## config.mk

```make
export PLATFORM = sky130hd
export DESIGN_NAME = bump_and_turn_drive_controller
export DESIGN_NICKNAME = d
export VERILOG_FILES = /design/src/rtl/btdc_pkg.sv /design/src/rtl/btdc_ctrl.sv /design/src/rtl/btdc_datapath.sv /design/src/rtl/bump_and_turn_drive_controller.sv
export SDC_FILE = /design/constraint.sdc
export NUM_CORES = 1
export LEC_CHECK = 0
export BUFFER_PORTS_ARGS = -buffer_cell sky130_fd_sc_hd__buf_2
export CAP_MARGIN = 40
export CORE_MARGIN = 5
export CORE_UTILIZATION = 55
export CTS_CLUSTER_SIZE = 12
export DETAILED_ROUTE_END_ITERATION = 6
export HOLD_SLACK_MARGIN = 0.15
export PLACE_DENSITY_LB_ADDON = 0.05
export SLEW_MARGIN = 20
export SYNTH_ARGS = -nofsm -noshare
export SYNTH_HDL_FRONTEND = slang
export SYNTH_SLANG_ARGS = --single-unit
export TNS_END_PERCENT = 1
```

## constraint.sdc

```tcl
create_clock -name clk -period 4.25 [get_ports clk]
set_clock_uncertainty 0.15 [all_clocks]
set_input_delay 0.85 -clock clk [delete_from_list [all_inputs] [get_ports clk]]
set_output_delay 0.85 -clock clk [all_outputs]
set_load 0.01 [all_outputs]
```

## src/rtl/btdc_pkg.sv

```systemverilog
// package for the bump-and-turn drive controller
// holds widths, register indexes and reset values, manoeuvre and state encodings, control structs, a clamp function
// no dependencies
`default_nettype none

package btdc_pkg;

  // tick counter width and saturation value
  localparam int TICK_BITS = 8;
  localparam logic [TICK_BITS-1:0] TICK_MAX = '1;
  localparam int SAT_W = 17;

  // field widths
  localparam int RAND_W  = 16;
  localparam int MIN_W   = 7;
  localparam int SPAN_W  = 8;
  localparam int INIT_W  = 8;
  localparam int SUM_W   = 9;
  localparam int CNT_W   = $clog2(RAND_W + 1);
  localparam logic [CNT_W-1:0] DIV_STEPS = CNT_W'(RAND_W);

  // port widths
  localparam int IN_W   = 24;
  localparam int OUT_W  = 8;
  localparam int IDX_W  = 3;
  localparam int CFG_W  = 8;

  // register indexes
  localparam logic [IDX_W-1:0] REG_INIT_FWD = 3'd0;
  localparam logic [IDX_W-1:0] REG_REV_MIN  = 3'd1;
  localparam logic [IDX_W-1:0] REG_REV_SPAN = 3'd2;
  localparam logic [IDX_W-1:0] REG_TRN_MIN  = 3'd3;
  localparam logic [IDX_W-1:0] REG_TRN_SPAN = 3'd4;
  localparam logic [IDX_W-1:0] REG_FWD_MIN  = 3'd5;
  localparam logic [IDX_W-1:0] REG_FWD_SPAN = 3'd6;

  // register reset values
  localparam logic [INIT_W-1:0] RST_INIT_FWD = 8'd50;
  localparam logic [MIN_W-1:0]  RST_REV_MIN  = 7'd10;
  localparam logic [SPAN_W-1:0] RST_REV_SPAN = 8'd11;
  localparam logic [MIN_W-1:0]  RST_TRN_MIN  = 7'd10;
  localparam logic [SPAN_W-1:0] RST_TRN_SPAN = 8'd21;
  localparam logic [MIN_W-1:0]  RST_FWD_MIN  = 7'd40;
  localparam logic [SPAN_W-1:0] RST_FWD_SPAN = 8'd41;

  typedef enum logic [1:0] {
    MV_FORWARD = 2'd0,
    MV_REVERSE = 2'd1,
    MV_LEFT    = 2'd2,
    MV_RIGHT   = 2'd3
  } mv_t;

  typedef enum logic [1:0] {
    ST_IDLE,
    ST_DIV,
    ST_FIN
  } state_t;

  // controller to datapath
  typedef struct packed {
    logic load;
    logic step;
    logic commit;
  } cmd_t;

  // datapath to controller
  typedef struct packed {
    logic div_done;
    logic out_free;
  } stat_t;

  // clamp a sum to the tick counter range
  function automatic logic [TICK_BITS-1:0] sat_ticks(input logic [SUM_W-1:0] v);
    logic [SAT_W-1:0] ext;
    ext = SAT_W'(v);
    if (ext > SAT_W'(TICK_MAX)) begin
      sat_ticks = TICK_MAX;
    end else begin
      sat_ticks = TICK_BITS'(v);
    end
  endfunction

endpackage

`default_nettype wire

```

## src/rtl/btdc_ctrl.sv

```systemverilog
// controller state machine: accept, divide, commit
// depends on btdc_pkg
`default_nettype none

module btdc_ctrl import btdc_pkg::*; (
  input  wire logic  clk,
  input  wire logic  rst_n,
  input  wire logic  in_valid,
  output logic       in_ready,
  input  wire stat_t stat,
  output cmd_t       cmd
);

  state_t state_r, state_nxt;

  // state register
  always_ff @(posedge clk) begin
    if (!rst_n) begin
      state_r <= ST_IDLE;
    end else begin
      state_r <= state_nxt;
    end
  end

  // next state
  always_comb begin
    state_nxt = state_r;
    unique case (state_r)
      ST_IDLE: if (in_valid) state_nxt = ST_DIV;
      ST_DIV:  if (stat.div_done) state_nxt = ST_FIN;
      ST_FIN:  if (stat.out_free) state_nxt = ST_IDLE;
      default: state_nxt = ST_IDLE;
    endcase
  end

  // outputs
  always_comb begin
    in_ready   = 1'b0;
    cmd        = '0;
    unique case (state_r)
      ST_IDLE: begin
        in_ready = 1'b1;
        cmd.load = in_valid;
      end
      ST_DIV:  cmd.step = !stat.div_done;
      ST_FIN:  cmd.commit = stat.out_free;
      default: cmd = '0;
    endcase
  end

endmodule

`default_nettype wire

```

## src/rtl/btdc_datapath.sv

```systemverilog
// datapath: config registers, drive state, bit-serial modulo, output register
// depends on btdc_pkg
`default_nettype none

module btdc_datapath import btdc_pkg::*; (
  input  wire logic              clk,
  input  wire logic              rst_n,
  input  wire logic [IN_W-1:0]   in_word,
  input  wire logic              cfg_we,
  input  wire logic [IDX_W-1:0]  cfg_idx,
  input  wire logic [CFG_W-1:0]  cfg_val,
  input  wire cmd_t              cmd,
  output stat_t                  stat,
  output logic                   out_valid,
  input  wire logic              out_ready,
  output logic [OUT_W-1:0]       out_word
);

  // config registers
  logic [MIN_W-1:0]  rev_min_r, trn_min_r, fwd_min_r;
  logic [SPAN_W-1:0] rev_span_r, trn_span_r, fwd_span_r;

  // drive state
  mv_t                 mv_r, mv_nxt;
  logic [TICK_BITS-1:0] elapsed_r, elapsed_nxt;
  logic [TICK_BITS-1:0] target_r, target_nxt;
  logic                 blue_r, blue_nxt;
  logic                 stop_r, stop_nxt;

  // latched item
  logic              obst_r, batt_r, pick_r;
  logic [RAND_W-1:0] rnd_r;

  // divider
  logic [SPAN_W-1:0] rem_r, rem_nxt;
  logic [CNT_W-1:0]  cnt_r;
  logic [SUM_W-1:0]  shifted;
  logic [SPAN_W-1:0] span_sel, off;
  logic [MIN_W-1:0]  min_sel;
  logic [TICK_BITS-1:0] dur;
  logic              expire;

  // output register
  logic              out_valid_r;
  logic [OUT_W-1:0]  out_r, out_nxt;

  // config writes, index 0 only reloads the target in the drive state block
  always_ff @(posedge clk) begin
    if (!rst_n) begin
      rev_min_r  <= RST_REV_MIN;
      rev_span_r <= RST_REV_SPAN;
      trn_min_r  <= RST_TRN_MIN;
      trn_span_r <= RST_TRN_SPAN;
      fwd_min_r  <= RST_FWD_MIN;
      fwd_span_r <= RST_FWD_SPAN;
    end else if (cfg_we) begin
      unique case (cfg_idx)
        REG_INIT_FWD: ;
        REG_REV_MIN:  rev_min_r  <= cfg_val[MIN_W-1:0];
        REG_REV_SPAN: rev_span_r <= cfg_val;
        REG_TRN_MIN:  trn_min_r  <= cfg_val[MIN_W-1:0];
        REG_TRN_SPAN: trn_span_r <= cfg_val;
        REG_FWD_MIN:  fwd_min_r  <= cfg_val[MIN_W-1:0];
        REG_FWD_SPAN: fwd_span_r <= cfg_val;
        default: ;
      endcase
    end
  end

  // latch the item on accept, shift the random word on each step
  always_ff @(posedge clk) begin
    if (cmd.load) begin
      obst_r <= in_word[0];
      batt_r <= in_word[1];
      rnd_r  <= in_word[RAND_W+1:2];
      pick_r <= in_word[RAND_W+2];
    end else if (cmd.step) begin
      rnd_r  <= {rnd_r[RAND_W-2:0], 1'b0};
    end
  end

  // which duration the tick needs
  assign expire = elapsed_r >= target_r;
  always_comb begin
    if (obst_r) begin
      span_sel = rev_span_r;
      min_sel  = rev_min_r;
    end else if (mv_r == MV_FORWARD || mv_r == MV_REVERSE) begin
      span_sel = trn_span_r;
      min_sel  = trn_min_r;
    end else begin
      span_sel = fwd_span_r;
      min_sel  = fwd_min_r;
    end
  end

  // restoring modulo, one random bit per step
  assign shifted = {rem_r, rnd_r[RAND_W-1]};
  always_comb begin
    if (shifted >= SUM_W'(span_sel)) begin
      rem_nxt = SPAN_W'(shifted - SUM_W'(span_sel));
    end else begin
      rem_nxt = shifted[SPAN_W-1:0];
    end
  end

  always_ff @(posedge clk) begin
    if (!rst_n) begin
      cnt_r <= '0;
    end else if (cmd.load) begin
      cnt_r <= '0;
    end else if (cmd.step) begin
      cnt_r <= cnt_r + CNT_W'(1);
    end
  end

  always_ff @(posedge clk) begin
    if (cmd.load) begin
      rem_r <= '0;
    end else if (cmd.step) begin
      rem_r <= rem_nxt;
    end
  end

  assign off = (span_sel == '0) ? '0 : rem_r;
  assign dur = sat_ticks(SUM_W'(min_sel) + SUM_W'(off));

  // tick update
  always_comb begin
    mv_nxt      = mv_r;
    elapsed_nxt = elapsed_r;
    target_nxt  = target_r;
    blue_nxt    = blue_r;
    stop_nxt    = stop_r;
    if (!stop_r) begin
      if (obst_r) begin
        elapsed_nxt = '0;
        target_nxt  = dur;
        mv_nxt      = MV_REVERSE;
      end else if (batt_r) begin
        stop_nxt = 1'b1;
      end else if (expire) begin
        unique case (mv_r)
          MV_FORWARD: mv_nxt = MV_RIGHT;
          MV_REVERSE: mv_nxt = pick_r ? MV_LEFT : MV_RIGHT;
          default:    mv_nxt = MV_FORWARD;
        endcase
        target_nxt  = dur;
        elapsed_nxt = '0;
      end else begin
        blue_nxt    = !blue_r;
        elapsed_nxt = elapsed_r + TICK_BITS'(1);
      end
    end
  end

  // result word from the updated state
  always_comb begin
    out_nxt = '0;
    if (stop_nxt) begin
      out_nxt[5] = 1'b1;
      out_nxt[6] = 1'b1;
      out_nxt[7] = 1'b1;
    end else begin
      if (!batt_r) begin
        unique case (mv_nxt)
          MV_FORWARD: begin
            out_nxt[0] = 1'b1;
            out_nxt[2] = 1'b1;
          end
          MV_REVERSE: begin
            out_nxt[1] = 1'b1;
            out_nxt[3] = 1'b1;
          end
          MV_LEFT:  out_nxt[2] = 1'b1;
          default:  out_nxt[0] = 1'b1;
        endcase
      end
      out_nxt[4] = 1'b1;
      out_nxt[5] = blue_nxt;
    end
  end

  // drive state registers
  always_ff @(posedge clk) begin
    if (!rst_n) begin
      mv_r      <= MV_FORWARD;
      elapsed_r <= '0;
      target_r  <= sat_ticks(SUM_W'(RST_INIT_FWD));
      blue_r    <= 1'b0;
      stop_r    <= 1'b0;
    end else if (cmd.commit) begin
      mv_r      <= mv_nxt;
      elapsed_r <= elapsed_nxt;
      target_r  <= target_nxt;
      blue_r    <= blue_nxt;
      stop_r    <= stop_nxt;
    end else if (cfg_we && cfg_idx == REG_INIT_FWD) begin
      target_r  <= sat_ticks(SUM_W'(cfg_val));
    end
  end

  // output register
  always_ff @(posedge clk) begin
    if (!rst_n) begin
      out_valid_r <= 1'b0;
    end else if (cmd.commit) begin
      out_valid_r <= 1'b1;
    end else if (out_ready) begin
      out_valid_r <= 1'b0;
    end
  end

  always_ff @(posedge clk) begin
    if (cmd.commit) begin
      out_r <= out_nxt;
    end
  end

  assign out_valid     = out_valid_r;
  assign out_word      = out_r;
  assign stat.div_done = cnt_r == DIV_STEPS;
  assign stat.out_free = !out_valid_r || out_ready;

endmodule

`default_nettype wire

```

## src/rtl/bump_and_turn_drive_controller.sv

```systemverilog
// top level of the bump-and-turn drive controller
// depends on btdc_pkg, btdc_ctrl, btdc_datapath
//
// channel  dir  handshake                   payload
// in_      in   in_tvalid / in_tready       in_tdata: obstacle, battery_empty, random_word, random_pick
// out_     out  out_tvalid / out_tready     out_tdata: motor pins, clean, leds, halted
// cfg_     in   cfg_valid / cfg_ready       cfg_index, cfg_data
//
// one tick runs from accept through a bit-serial modulo of random_word by the selected span
// to a commit of the new drive state and result word
// the result sits in an output register, so the next tick is taken while it waits
// a stalled output holds the block in its commit state until the word leaves
// rst_n is synchronous and restores the register reset values; cfg is always ready
`default_nettype none

module bump_and_turn_drive_controller import btdc_pkg::*; (
  input  wire logic              clk,
  input  wire logic              rst_n,
  input  wire logic              in_tvalid,
  output logic                   in_tready,
  // [0] obstacle, [1] battery_empty, [17:2] random_word, [18] random_pick, [23:19] zero
  input  wire logic [IN_W-1:0]   in_tdata,
  output logic                   out_tvalid,
  input  wire logic              out_tready,
  // [0] left_forward, [1] left_reverse, [2] right_forward, [3] right_reverse,
  // [4] clean_motor, [5] blue_led, [6] red_led, [7] halted
  output logic [OUT_W-1:0]       out_tdata,
  input  wire logic              cfg_valid,
  output logic                   cfg_ready,
  input  wire logic [IDX_W-1:0]  cfg_index,
  input  wire logic [CFG_W-1:0]  cfg_data
);

  cmd_t  cmd;
  stat_t stat;

  assign cfg_ready = 1'b1;

  btdc_ctrl u_ctrl (
    .clk      (clk),
    .rst_n    (rst_n),
    .in_valid (in_tvalid),
    .in_ready (in_tready),
    .stat     (stat),
    .cmd      (cmd)
  );

  btdc_datapath u_dp (
    .clk       (clk),
    .rst_n     (rst_n),
    .in_word   (in_tdata),
    .cfg_we    (cfg_valid),
    .cfg_idx   (cfg_index),
    .cfg_val   (cfg_data),
    .cmd       (cmd),
    .stat      (stat),
    .out_valid (out_tvalid),
    .out_ready (out_tready),
    .out_word  (out_tdata)
  );

endmodule

`default_nettype wire

```

# Word level (Yosys, flattened, before mapping)
# Index checks and enable logic that the tools add are counted.
classes:
  add_sub_neg: 4
  magnitude_cmp: 3
  n_eq_ne: 19
  muxes: 47
  n_bitwise: 2
  reduce_logical: 27
ops:
  columns: ["operator", "n"]
  rows:
  - ["2-to-1 mux 8 bit", 14]
  - ["2-to-1 mux 16 bit", 2]
  - ["2-to-1 mux 1 bit", 17]
  - ["2-to-1 mux 2 bit", 8]
  - ["2-to-1 mux 7 bit", 2]
  - ["AND reduction 2 bit", 6]
  - ["adder 7 x 8 -> 9 bit", 1]
  - ["== test 3 bit, second input constant", 3]
  - [">= comparator 9 x 8 -> 1 bit", 1]
  - ["greater-than comparator 9 x 8 -> 1 bit, second input constant", 1]
  - ["adder 8 x 1 -> 8 bit, second input constant", 1]
  - [">= comparator 8 bit", 1]
  - ["zero test 8 bit", 1]
  - ["OR reduction 2 bit", 4]
  - ["subtractor 8 bit", 1]
  - ["== test 2 x 1 -> 1 bit, second input constant", 3]
  - ["== test 3 x 2 -> 1 bit, second input constant", 2]
  - ["zero test 2 bit", 3]
  - ["inequality test 2 x 1 -> 1 bit, second input constant", 3]
  - ["one-hot mux 2 bit (3 select lines)", 1]
  - ["AND reduction 3 bit", 2]
  - ["nonzero test 2 bit", 3]
  - ["adder 5 x 1 -> 5 bit, second input constant", 1]
  - ["== test 5 bit, second input constant", 1]
  - ["other kinds (14)", 20]
totals:
  register_bits: 108
  in_bits: 40
  elab_cells: 124

# Depth between registers and ports, before layout
logic_depth:
  word_depth: 14
  depth_mapped: 15
  mapped_depth_nobuf: 14

# Cells and area by module
# From an unflattened synthesis, not the netlist that was laid out.
unflattened:
  cells_unflattened: 638
  hier_area_um2: 5803.1
modules_own_cells:
  columns: ["module", "instances", "cells_per_inst", "area_each_um2", "seq_area_each_um2"]
  rows:
  - ["btdc_datapath", 1, 624, 5674.2, 2332.2]
  - ["btdc_ctrl", 1, 12, 117.6, 40.0]
  - ["bump_and_turn_drive_controller", 1, 2, 11.3, 0.0]

# Least setup slack after synthesis
# OpenSTA, ideal clock, no wires.
synth_timing:
  path_type: "register to register"
  startpoint: "register u_dp.mv_r[1]"
  endpoint: "register u_dp.target_r[5]"
  t_arrival_ns: 3.135
  required_time_ns: 3.971
  setup_slack_ns: 0.835
  stages_incl_launch_ff: 16
  n_path_buf: 1
  path_cell_list: "dfxtp_1 -> buf_6 -> mux2_1 -> mux2i_2 -> nand4_2 -> nor2_1 -> nor2_1 -> ha_1 -> fa_1 -> a211oi_1 -> o21ai_0 -> a21o_1 -> o2111ai_2 -> o211ai_1 -> mux2i_1 -> nand2_1"
synth_via:
  elab_chain_cells: 14
  elab_cells_between_ends: 17
  cone_classes: "1 x add/sub; 1 x order compare; 1 x eq/ne; 11 x mux; 3 x reduce/logical"
synth_lines:
  columns: ["element", "line", "source"]
  rows:
  - ["start: declaration", "btdc_datapath.sv:24", "mv_t mv_r, mv_nxt;"]
  - ["start signal: assignment", "btdc_datapath.sv:193", "mv_r <= mv_nxt;"]
  - ["== test 2 x 1 -> 1 bit / zero test 2 bit (equally long branches)", "btdc_datapath.sv:88", "end else if (mv_r == MV_FORWARD || mv_r == MV_REVERSE) begin"]
  - ["logical OR 1 bit (*)", "btdc_datapath.sv:88", null]
  - ["2-to-1 mux 8 bit", "btdc_datapath.sv:88", null]
  - ["2-to-1 mux 8 bit", "btdc_datapath.sv:85", "if (obst_r) begin"]
  - ["zero test 8 bit", "btdc_datapath.sv:125", "assign off = (span_sel == '0) ? '0 : rem_r;"]
  - ["2-to-1 mux 8 bit", "btdc_datapath.sv:125", null]
  - ["adder 7 x 8 -> 9 bit (*)", "btdc_datapath.sv:126", "assign dur = sat_ticks(SUM_W'(min_sel) + SUM_W'(off));"]
  - ["greater-than comparator 9 x 8 -> 1 bit", "btdc_pkg.sv:76", "if (ext > SAT_W'(TICK_MAX)) begin"]
  - ["2-to-1 mux 8 bit (*)", "btdc_pkg.sv:76", null]
  - ["2-to-1 mux 8 bit", "btdc_datapath.sv:142", "end else if (expire) begin"]
  - ["2-to-1 mux 8 bit", "btdc_datapath.sv:140", "end else if (batt_r) begin"]
  - ["2-to-1 mux 8 bit (*)", "btdc_datapath.sv:136", "if (obst_r) begin"]
  - ["2-to-1 mux 8 bit (*)", "btdc_datapath.sv:135", "if (!stop_r) begin"]
  - ["2-to-1 mux 8 bit (*)", "btdc_datapath.sv:192", "end else if (cmd.commit) begin"]
  - ["end signal: assignment", "btdc_datapath.sv:189", "target_r <= sat_ticks(SUM_W'(RST_INIT_FWD));"]
  - ["end signal: assignment", "btdc_datapath.sv:195", "target_r <= target_nxt;"]
  - ["end signal: assignment", "btdc_datapath.sv:199", "target_r <= sat_ticks(SUM_W'(cfg_val));"]
  - ["end: declaration", "btdc_datapath.sv:26", "logic [TICK_BITS-1:0] target_r, target_nxt;"]
# Mark *: on every way between the ends. The rest lies on a longest branch, timed or not. The select of a mux whose other input is x is not followed.
# A chain may end at the register's enable or synchronous reset.

# Final worst setup path
# Same ends and word-level chain as after synthesis.

==> metrics.md <==
| Metric | Value |
|---|---|
| Status | `complete, no violations` |
| Iteration-0 DRC Markers | `232` |
| Max Used Layer | `met4` |
| Die height | `109.7 um` |
| Avg Cell Area, Syn | `approximately 9 um2` |
| Setup crit start kind | `register` |
| Initial core utilization | `0.5615` |
| Htree depth | `3` |
| R2r setup slk | `~380 ps` |
| P&R area growth vs syn | `10.38%` |
| Most common cell in the synthesized netlist | `nand2_1` |
| Net Sw Power | `0.0007342 W` |
| FILL cells | `around 850` |
| Number of global-route vias before repair | `4303` |
| Initial antenna violation count | `0` |
| Setup crit end | `u_dp.target_r[5]` |
| Share of cells above drive strength 1 | `0.1551` |
| Wire length per cell | `~16 um` |
| RSZ-0062 raised after global routing | `false` |
| Lkg Pwr | `2.450 nW` |
| Internal Pwr Total | `0.001673 W` |
| Deepest clock path buffer count | `2` |
| GPL Wtd Cong | `about 0.92` |
| First-pass GRT wire length | `20780 um` |
| Routed Antenna Nets | `0` |
| List of most frequent post-synthesis cells | `119 x nand2_1, 81 x dfxtp_1, 43 x nor2_1` |
| Synth top area share | `0.2968` |
| Dominant synthesized flop cell | `dfxtp_1` |
| Final WL | `12630 um` |
| Power per cell area | `399.2 mW/mm2` |
| Post-synth net total | `between 600 and 700` |
| Cts-stage hold buffer count | `0` |
| Final Hold Fails | `0` |
| Post-Synthesis Cells | `608` |
| Clock sink count | `roughly 110` |
| Largest net degree at the start of global routing | `27` |
| M1 WL | `5422 um` |
| Nets | `715` |
| DRT Pass-1 Iters | `5` |
| Worst-path fanout max | `12` |
| Synth Cell Area | `between 0.005 and 0.006 mm2` |
| Worst rel slew slack | `0.5372` |
| Hold Crit Class | `register to register` |
| Number of synthesized register bits | `106` |
| Vias per cell | `5.605` |
| DRC viols | `0` |
| CP required | `4360 ps` |
| Worst VDD drop | `0.3304 mV` |
| Ant diodes | `0` |
| CTS tree | `yes` |
| WL met2 | `6180 um` |
| Metal3 WL | `687 um` |
| Die X | `109.7 um` |
| Clk pin slew, worst setup/hold paths | `100 ps` |
| WS Path Type | `register to register` |
| Final Max Tran Viols | `0` |
| Total CTS buffers | `9` |
| Fraction of registers with async set/reset | `0` |
| Worst flop-to-flop path startpoint | `u_dp.mv_r[1]` |
| Worst Reg-to-Reg Cells | `15` |
| Core area | `0.009729 mm2` |
| Total number of vias | `4394` |
| CP endpoint kind | `register` |
| Post-cts gate resize count | `0` |
| Post-synth EDFFs | `25` |
| Num rows | `36` |
| Period utilization | `0.9098` |
| Boundary pin count | `51` |
| Clock period minus final worst setup slack | `3867 ps` |
| IO Port Bufs | `44` |
| Total design power | `0.002407 W` |
| Setup Viol. Count Final | `0` |
| Clock power frac | `0.277` |
| Slew @ Worst Pin | `692.8 ps` |
| Cell taking the most area after synthesis | `dfxtp_1` |
| Number of max-cap violations | `0` |
| Logic gate share of total power | `0.244` |
| Root Buffer | `clkbuf_8` |
| Die ar. | `~0.012 mm2` |
| Unique cell type count in the Yosys netlist | `62` |
| Seq pwr share | `0.479` |
| RR Endpoint | `u_dp.target_r[5]` |
| # Post-CTS Setup Buffers | `0` |
| Switching Share | `0.3050` |
| Top cells by area, synth | `dfxtp_1 30%, edfxtp_1 14%, nand2_1 8.2%` |
| CP Launch Point | `u_dp.mv_r[1]` |
| Worst-Skew Late Latency | `390 ps` |
| Number of synthesis warnings | `0` |
| Setup TNS | `0 ps` |
| Gr usage total | `0.2256` |
| FMAX | `258.6 MHz` |
| WP data arrival | `3980 ps` |
| Total gr overflow | `0` |
| Hpwl dp | `9151 um` |
| Post-synthesis sequential area ratio | `0.4343` |
-- cell type report --
class | count | area (um2) | share of cell area
flip-flops and latches | 106 | 2372 | 0.3934
clock inverters | 3 | 22.52 | 0.003735
repair buffers | 53 | 305.3 | 0.05063
multi-input cells | 449 | 2870 | 0.4760
inverters | 27 | 101.3 | 0.01681
clock buffers | 13 | 191.4 | 0.03175
well taps | 133 | 166.4 | 0.02760
-- through the flow --
| step | setup slack (ps) | util | std cells | hold slack [ps] | area (um2) |
|---|---|---|---|---|---|
| after detailed placement | 450.9 | 0.5977 | 768 | 295.4 | 5816 |
| final | 383.3 | 0.6197 | 784 | 308.3 | 6030 |
| after CTS | 399.7 | 0.6197 | 784 | 309.2 | 6030 |
| after global routing | 79.72 | 0.6197 | 784 | 325.6 | 6030 |
| after floorplan | 835.5 | - | 608 | 282.2 | 5463 |
| after global placement | 439.2 | 0.5944 | 766 | 290.1 | 5783 |
-- metal layers --
layer	vias up	global-route usage
li1	2183	-
met5	-	0
met2	117	0.3888
met1	2072	0.2683
met3	22	0.05931
met4	0	0.08727
-- cell usage in the layout, fill, tap and decap left out, types with 5 or more instances in the layout --
cell / synthesis / final
dfxtp_1: 81 / 81
nand2_1: 119 / 119
nand3_1: 18 / 18
nand2b_1: 6 / 6
o21a_1: 5 / 5
xnor2_1: 8 / 8
inv_1: 24 / 24
clkbuf_8: 0 / 10
a21oi_1: 42 / 42
buf_4: 3 / 7
nor2b_1: 14 / 14
nand4_1: 7 / 7
mux2i_1: 25 / 25
nor2_1: 43 / 43
nor3_1: 10 / 10
o21ai_0: 25 / 25
ha_1: 27 / 27
xor2_1: 10 / 10
edfxtp_1: 25 / 25
mux2_2: 17 / 17
o21ai_1: 5 / 5
mux2i_2: 5 / 5
buf_2: 2 / 45
-- power by group through the flow --
stage               Sequential, W  Clock (W)  Combinational, W
floorplan                 0.00116          0          0.000457
global placement          0.00117          0          0.000564
CTS                       0.00115   0.000680          0.000585
global route              0.00116   0.000727          0.000653
detailed placement        0.00118          0          0.000580
finish                    0.00115   0.000666          0.000588
-- how the worst min path moves through the flow --
stage / start / end / slack, ps / depth (start not counted)
floorplan: u_dp.trn_span_r[5] / u_dp.trn_span_r[5] / 280 / 2
global placement: u_dp.trn_span_r[3] / u_dp.trn_span_r[3] / 290 / 2
detailed placement: u_dp.trn_span_r[3] / u_dp.trn_span_r[3] / 300 / 2
CTS: u_dp.fwd_min_r[1] / u_dp.fwd_min_r[1] / 310 / 2
global route: u_dp.trn_min_r[5] / u_dp.trn_min_r[5] / 330 / 2
finish: u_dp.trn_span_r[3] / u_dp.trn_span_r[3] / 310 / 2
-- registers in the layout, summed over array words and instances (netlist names), 5 cells and up --
signal and cells:
u_dp.out_word 6, u_dp.cnt_r 5, u_dp.target_r 8, u_dp.rem_r 8, u_dp.elapsed_r 8, u_dp.rev_min_r 7, u_dp.rev_span_r 8, u_dp.fwd_span_r 8
u_dp.rnd_r 16, u_dp.trn_min_r 7, u_dp.fwd_min_r 7, u_dp.trn_span_r 8
-- kinds of logic after synthesis --
logic type | count (synthesis) | share of synthesized area
other | 1 | 0.0006865
buffers and inverters | 53 | 0.04031
DFF | 106 | 0.4343
muxes | 52 | 0.1044
AOI/OAI and AO/OA | 112 | 0.1262
and+or+nand+nor | 237 | 0.1961
xor gates and xnor gates | 18 | 0.02886
adders and majority gates | 29 | 0.06917
-- worst max-delay path, cell delays in order (launching register included) --
cell	delay [ps]
dfxtp_1	570
buf_4	320
mux2i_1	220
o21a_1	190
nand4_2	160
nor2_1	180
nor2_1	80
ha_1	210
fa_1	430
a211oi_1	310
o21ai_0	150
a21o_1	230
o2111ai_2	160
o211ai_1	160
mux2i_1	150
nand2_1	60
No activity file was read; power rests on OpenSTA's default activity.
